File: src/design/cbph_pkg.sv
// Package for the chained block prefix hash: widths, constants, item types
// and the mix function. No dependencies.
package cbph_pkg;

  localparam int unsigned MAX_BLOCK_SIZE = 4096;
  localparam int unsigned HASH_W         = 64;
  localparam int unsigned BLOCK_SIZE_W   = 13;
  localparam int unsigned COUNT_W        = $clog2(MAX_BLOCK_SIZE + 1);
  localparam int unsigned CFG_INDEX_W    = 2;

  localparam logic [HASH_W-1:0] GOLDEN_ADD = 64'h9e37_79b9_7f4a_7c15;
  localparam int unsigned MIX_SHL = 6;
  localparam int unsigned MIX_SHR = 2;

  localparam logic [CFG_INDEX_W-1:0] CFG_BLOCK_SIZE     = 2'd0;
  localparam logic [CFG_INDEX_W-1:0] CFG_INITIAL_PREFIX = 2'd1;
  localparam logic [CFG_INDEX_W-1:0] CFG_NARROW_TOKENS  = 2'd2;

  // Staged item: token with the golden constant already added.
  typedef struct packed {
    logic [HASH_W-1:0] token_k;
    logic              start_chain;
  } cbph_item_t;

  typedef struct packed {
    logic              done;
    logic [HASH_W-1:0] hash;
  } cbph_result_t;

  // r ^ (vk + (r << 6) + (r >> 2)), vk = v + golden constant; zero maps to one
  function automatic logic [HASH_W-1:0] mix_pre(input logic [HASH_W-1:0] r,
                                                input logic [HASH_W-1:0] vk);
    logic [HASH_W-1:0] t;
    t = r ^ (vk + (r << MIX_SHL) + (r >> MIX_SHR));
    return (t == '0) ? HASH_W'(1) : t;
  endfunction

endpackage

File: src/design/cbph_chain.sv
// Chain state and per-item hash step of the chained block prefix hash.
// Depends on cbph_pkg.
module cbph_chain
  import cbph_pkg::*;
(
  input  logic                clk,
  input  logic                rst,
  input  cbph_item_t          item,
  input  logic                advance,
  input  logic [HASH_W-1:0]   init_prefix,
  input  logic [COUNT_W-1:0]  eff_size,
  output cbph_result_t        result
);

  logic [HASH_W-1:0]  chain_hash;
  logic [HASH_W-1:0]  running_seed;
  logic [COUNT_W-1:0] tokens_in_block;

  logic [HASH_W-1:0]  chain_cur;
  logic [COUNT_W-1:0] count_cur;
  logic [COUNT_W-1:0] count_inc;
  logic [HASH_W-1:0]  seed_base;
  logic [HASH_W-1:0]  seed_mixed;
  logic [HASH_W-1:0]  seed_final;
  logic               done;

  always_comb begin
    chain_cur = item.start_chain ? init_prefix : chain_hash;
    count_cur = item.start_chain ? '0 : tokens_in_block;
    if (count_cur == '0) begin
      seed_base = (chain_cur != '0) ? mix_pre('0, chain_cur + GOLDEN_ADD) : '0;
    end else begin
      seed_base = running_seed;
    end
    seed_mixed = mix_pre(seed_base, item.token_k);
    seed_final = mix_pre(seed_mixed, GOLDEN_ADD);
    count_inc  = count_cur + COUNT_W'(1);
    done       = (count_inc >= eff_size);
  end

  assign result.done = done;
  assign result.hash = seed_final;

  always_ff @(posedge clk) begin
    if (rst) begin
      chain_hash      <= '0;
      running_seed    <= '0;
      tokens_in_block <= '0;
    end else if (advance) begin
      if (done) begin
        chain_hash      <= seed_final;
        running_seed    <= seed_final;
        tokens_in_block <= '0;
      end else begin
        chain_hash      <= chain_cur;
        running_seed    <= seed_mixed;
        tokens_in_block <= count_inc;
      end
    end
  end

endmodule

File: src/design/chained_block_prefix_hash.sv
// Top level of the chained block prefix hash: config registers, input stage,
// output register. Depends on cbph_pkg and cbph_chain.
//
// Usage:
//   Tokens enter on in_valid/in_stall with token and start_chain. Each time
//   a block reaches its configured token count, one block_hash leaves on
//   out_valid/out_stall; other tokens give no item. start_chain reloads the
//   chain from initial_prefix and opens a new block with that token.
//   Config is written through cfg_write/cfg_index/cfg_data while idle.
//   Throughput: one token per cycle while in_stall is low. A token's hash
//   passes through the input stage, then the output register.
//   The per-token step (up to three chained 64-bit mixes in the state
//   update) sets the clock period.
//   Reset: config returns to block length 128, no prefix, full-width tokens;
//   chain, partial block and both stages are cleared.
//   Stall: a held result stays on block_hash; tokens that finish no block
//   keep flowing, and in_stall rises only when a block-ending token waits
//   behind a stalled result.
module chained_block_prefix_hash
  import cbph_pkg::*;
(
  input  logic                    clk,
  input  logic                    rst,
  input  logic                    cfg_write,
  input  logic [CFG_INDEX_W-1:0]  cfg_index,
  input  logic [HASH_W-1:0]       cfg_data,
  input  logic                    in_valid,
  output logic                    in_stall,
  input  logic [HASH_W-1:0]       token,
  input  logic                    start_chain,
  output logic                    out_valid,
  input  logic                    out_stall,
  output logic [HASH_W-1:0]       block_hash
);

  logic [BLOCK_SIZE_W-1:0] blk_len;
  logic [HASH_W-1:0]       initial_prefix;
  logic                    narrow_tokens;

  logic [COUNT_W-1:0]      eff_size;
  logic                    stage_valid;
  cbph_item_t              stage_item;
  cbph_item_t              stage_next;
  cbph_result_t            result;
  logic                    advance;
  logic                    in_accept;

  always_ff @(posedge clk) begin
    if (rst) begin
      blk_len        <= BLOCK_SIZE_W'(128);
      initial_prefix <= '0;
      narrow_tokens  <= 1'b0;
    end else if (cfg_write) begin
      unique case (cfg_index)
        CFG_BLOCK_SIZE:     blk_len        <= cfg_data[BLOCK_SIZE_W-1:0];
        CFG_INITIAL_PREFIX: initial_prefix <= cfg_data;
        CFG_NARROW_TOKENS:  narrow_tokens  <= cfg_data[0];
        default: ;
      endcase
    end
  end

  always_comb begin
    priority if (blk_len == '0) begin
      eff_size = COUNT_W'(1);
    end else if (blk_len > MAX_BLOCK_SIZE) begin
      eff_size = COUNT_W'(MAX_BLOCK_SIZE);
    end else begin
      eff_size = COUNT_W'(blk_len);
    end
  end

  always_comb begin
    stage_next.start_chain = start_chain;
    stage_next.token_k     = (narrow_tokens ? {32'b0, token[31:0]} : token) + GOLDEN_ADD;
  end

  assign advance   = stage_valid && (!result.done || !out_valid || !out_stall);
  assign in_stall  = stage_valid && !advance;
  assign in_accept = in_valid && !in_stall;

  always_ff @(posedge clk) begin
    if (rst) begin
      stage_valid <= 1'b0;
    end else if (in_accept) begin
      stage_valid <= 1'b1;
    end else if (advance) begin
      stage_valid <= 1'b0;
    end
  end

  always_ff @(posedge clk) begin
    if (in_accept) begin
      stage_item <= stage_next;
    end
  end

  cbph_chain u_chain (
    .clk         (clk),
    .rst         (rst),
    .item        (stage_item),
    .advance     (advance),
    .init_prefix (initial_prefix),
    .eff_size    (eff_size),
    .result      (result)
  );

  always_ff @(posedge clk) begin
    if (rst) begin
      out_valid <= 1'b0;
    end else if (advance && result.done) begin
      out_valid <= 1'b1;
    end else if (!out_stall) begin
      out_valid <= 1'b0;
    end
  end

  always_ff @(posedge clk) begin
    if (advance && result.done) begin
      block_hash <= result.hash;
    end
  end

endmodule

File: config.mk
export PLATFORM = sky130hd
export DESIGN_NAME = chained_block_prefix_hash
export DESIGN_NICKNAME = d
export VERILOG_FILES = /design/src/design/cbph_pkg.sv /design/src/design/cbph_chain.sv /design/src/design/chained_block_prefix_hash.sv
export SDC_FILE = /design/constraint.sdc
export NUM_CORES = 1
export LEC_CHECK = 0
export ABC_AREA = 1
export CAP_MARGIN = 0
export CORE_MARGIN = 2
export CORE_UTILIZATION = 30
export CTS_CLUSTER_SIZE = 25
export DETAILED_ROUTE_END_ITERATION = 10
export DONT_BUFFER_PORTS = 1
export GPL_TIMING_DRIVEN = 0
export HOLD_SLACK_MARGIN = 0.15
export RECOVER_POWER = 100
export SYNTH_ARGS = -nofsm -noshare
export SYNTH_HDL_FRONTEND = slang
export SYNTH_SLANG_ARGS = --single-unit
File: constraint.sdc
create_clock -name clk -period 11.5 [get_ports clk]
set_clock_uncertainty 0.1 [all_clocks]
set_input_delay 1.725 -clock clk [delete_from_list [all_inputs] [get_ports clk]]
set_output_delay 1.725 -clock clk [all_outputs]
set_load 0.05 [all_outputs]
==> metrics.md <==
| Metric | Value |
|---|---|
| CTS max path bufs | 3 |
| CP max stage delay | 490 ps |
| Critical-path top delay cell | fa_1 |
| Die X | 340 um |
| F_max | 90.0 MHz |
| Status | finished with violations |
| R2R setup slack | 390 ps |
| Primary FF master, synth | dfxtp_1 |
| Worst min path class | reg2reg |
| RR Startpoint | stage_item[0]$_DFFE_PP_ |
| Remaining DRCs | 0 |
| Vias per std cell | 5.24 |
| Peak fanout along the critical path | 10 |
| Critical Path Sink Type | flop |
| FP Rows | 123 |
| Pin count of the biggest net entering global routing | 54 |
| Critical hold path startpoint | initial_prefix[50]$_SDFFE_PP0P_ |
| Worst Setup SP | stage_item[0]$_DFFE_PP_ |
| Setup TNS Final | 0 ps |
| Period utilization | 96.6% |
| Critical path's most frequent cell | nand2_1 |
| Area growth, synth to finish | 16.2% |
| Final WS setup | 389 ps |
| Inst Count DP | 6784 |
| Total GRT Usage | 27.8% |
| Pre-CTS setup slack | -4020 ps |
| Final Max Slew Viols | 102 |
| CTS tree | built |
| Top-area cell type share of the netlist area | 15.8% |
| Least-Margin Pin Slew | 2460 ps |
| CP Class | reg2reg |
| Syn_nets | 5662 |
| Failing checks | max-capacitance violations, max-slew violations |
| Max_slew headroom | -64.1% |
| Final hold viol count | 0 |
| Cell taking the most area after synthesis | nand2_1 |
| Top-count cell post-synth | nand2_1 |
| Clock sinks | 350 |
| CP arrival | 11610 ps |
| Number of fill cells in the layout | 12400 |
| WL per Instance | 24.0 um |
| Post-Synthesis Cells | 5282 |
| Clk_lat worst skew | 670 ps |
| Final setup fails | 0 |
| Post-synth EDFFs | 129 |
| YS warnings | 0 |
| Number of global-route vias before repair | 35000 |
| Max-Cap Viols | 2 |
| Count of cell types in the netlist | 64 |
| IO buf count | 0 |
| CTS clock-pin slew for the worst setup and hold paths | 60 ps |
| Layout Cells excl Fill | 6934 |
| Share of cells above drive strength 1 | 9.70% |
| CP Launch Type | flop |
| WL final | 166000 um |
| Total vias in the final route | 36300 |
| Starting DRT DRC Count | 3397 |
| DR pass1 iterations | 6 |
| CTS Buf Count | 46 |
| H-tree depth | 2 |
| Hold WS | 365 ps |
| Required time worst endpoint | 12000 ps |
| RePlAce Congestion | 1.01 |
| ANT nets after route | 0 |
| Core area | 112000 um2 |
| DIE AREA | 116000 um2 |
| Crit path time final | 11110 ps |
| Total I/O pin count | 202 |
| Register area share after synthesis | 24.5% |
| Root Driver | clkbuf_16 |
| Top post-synthesis cells by area | nand2_1 (16%), dfxtp_1 (13%), edfxtp_1 (11%) |
| Grt total ovfl | 0 |
| Initial Utilization | 30.2% |
| Synthesized area | 33900 um2 |
| Async SR Flop Fraction | 0% |
| Post-DP HPWL | 142000 um |
| Initial antenna violation count | 3 |
| First-pass GRT wire length | 236000 um |
| Number of synthesized register bits | 350 |
| Die span in y | 340 um |
| Mean Syn Cell Area | 6.42 um2 |
| Post-synth top cells | nand2_1 (1428), inv_1 (755), nor2_1 (609) |
| Net count reported at finish | 5776 |
[worst paths after layout]
check | endpoint | cells past startpoint
worst max-delay path | u_chain.chain_hash[0]$_SDFFE_PP0P_ | 68
worst min-delay path | initial_prefix[50]$_SDFFE_PP0P_ | 2
worst max register to register | u_chain.chain_hash[0]$_SDFFE_PP0P_ | 68
worst min register to register | initial_prefix[50]$_SDFFE_PP0P_ | 2
[final cells by class]
type	instances	area, um2	share of cell area (%)
timing repair buffer	66	589	1.49
multi-input combinational	4030	23400	59.4
tap	1500	1880	4.76
clock inverter	33	409	1.04
antenna	1	2.50	0.00635
sequential	350	8300	21.0
buffer	131	722	1.83
clock buffer	52	1200	3.05
inverter	771	2900	7.35
[kinds of logic (layout without fill, tap and decap cells)]
group	after synthesis	in the layout	share of synthesized area [%]
simple gates	2495	2495	30.1
flops	350	350	24.5
fa+ha+maj	244	244	10.3
other cells	0	1	0
compound gates	979	979	16.3
xor+xnor	312	312	8.39
buf+inv	902	1053	10.4
[routing by layer]
metal	vias up	wire length, um	GRT usage [%]	part of all wire, %
met2	1451	74300	44.8	45
met3	256	12300	3.99	7.4
met4	0	7660	11.3	4.6
met5	-	0	0	0
li1	17400	-	-	-
met1	17200	72100	37.3	43
[state kept, by name (all words and copies together) (netlist names), 13 cells and up]
register / cells
stage_item: 65
block_hash: 64
initial_prefix: 64
u_chain.chain_hash: 64
u_chain.running_seed: 64
blk_len: 13
u_chain.tokens_in_block: 13
[worst max-delay path: cells and delay by family, from the launching register on]
family / cells / cell delay (ps)
simple gates: 39 / 5300
compound gates: 12 / 1870
fa+ha+maj: 5 / 1540
buf+inv: 9 / 1170
xor+xnor: 3 / 660
flops: 1 / 370
[cell usage in the layout (no fill, tap or decap), drive strengths merged, types with 9 or more instances in the layout]
master / synthesis / routed
xor2: 193 / 193
a221oi: 40 / 40
or2: 21 / 21
ha: 187 / 187
o21ai: 361 / 361
nand2: 1459 / 1459
buf: 43 / 104
fa: 57 / 57
nand4: 57 / 57
o21a: 25 / 25
inv: 767 / 770
and2: 12 / 12
nand3b: 9 / 9
a31oi: 89 / 89
nor4: 27 / 27
nand3: 229 / 229
clkinv: 4 / 22
edfxtp: 129 / 129
xnor2: 119 / 119
nor3: 53 / 53
nor2: 619 / 619
a21o: 10 / 10
a21oi: 406 / 406
clkbuf: 88 / 145
dfxtp: 221 / 221
o21bai: 19 / 19
[what timing repair did]
action,4_1_cts,5_1_grt
pin swaps,18,35
resized for setup,171,190
hold buffers,0,0
endpoints found under the setup margin,177,32
buffers inserted,22,42
[metrics by stage]
| step | area, um2 | util [%] |
|---|---|---|
| after detailed placement | 35800 | 31.9 |
| final | 39400 | 35.1 |
| after global placement | 35800 | 31.9 |
| after global routing | 39400 | 35.1 |
| after floorplan | 33900 | - |
| after CTS | 38400 | 34.1 |
Power is left out: the tool's default activity adds up to more than one toggle a clock period on the data nets, which glitch-free logic cannot reach.
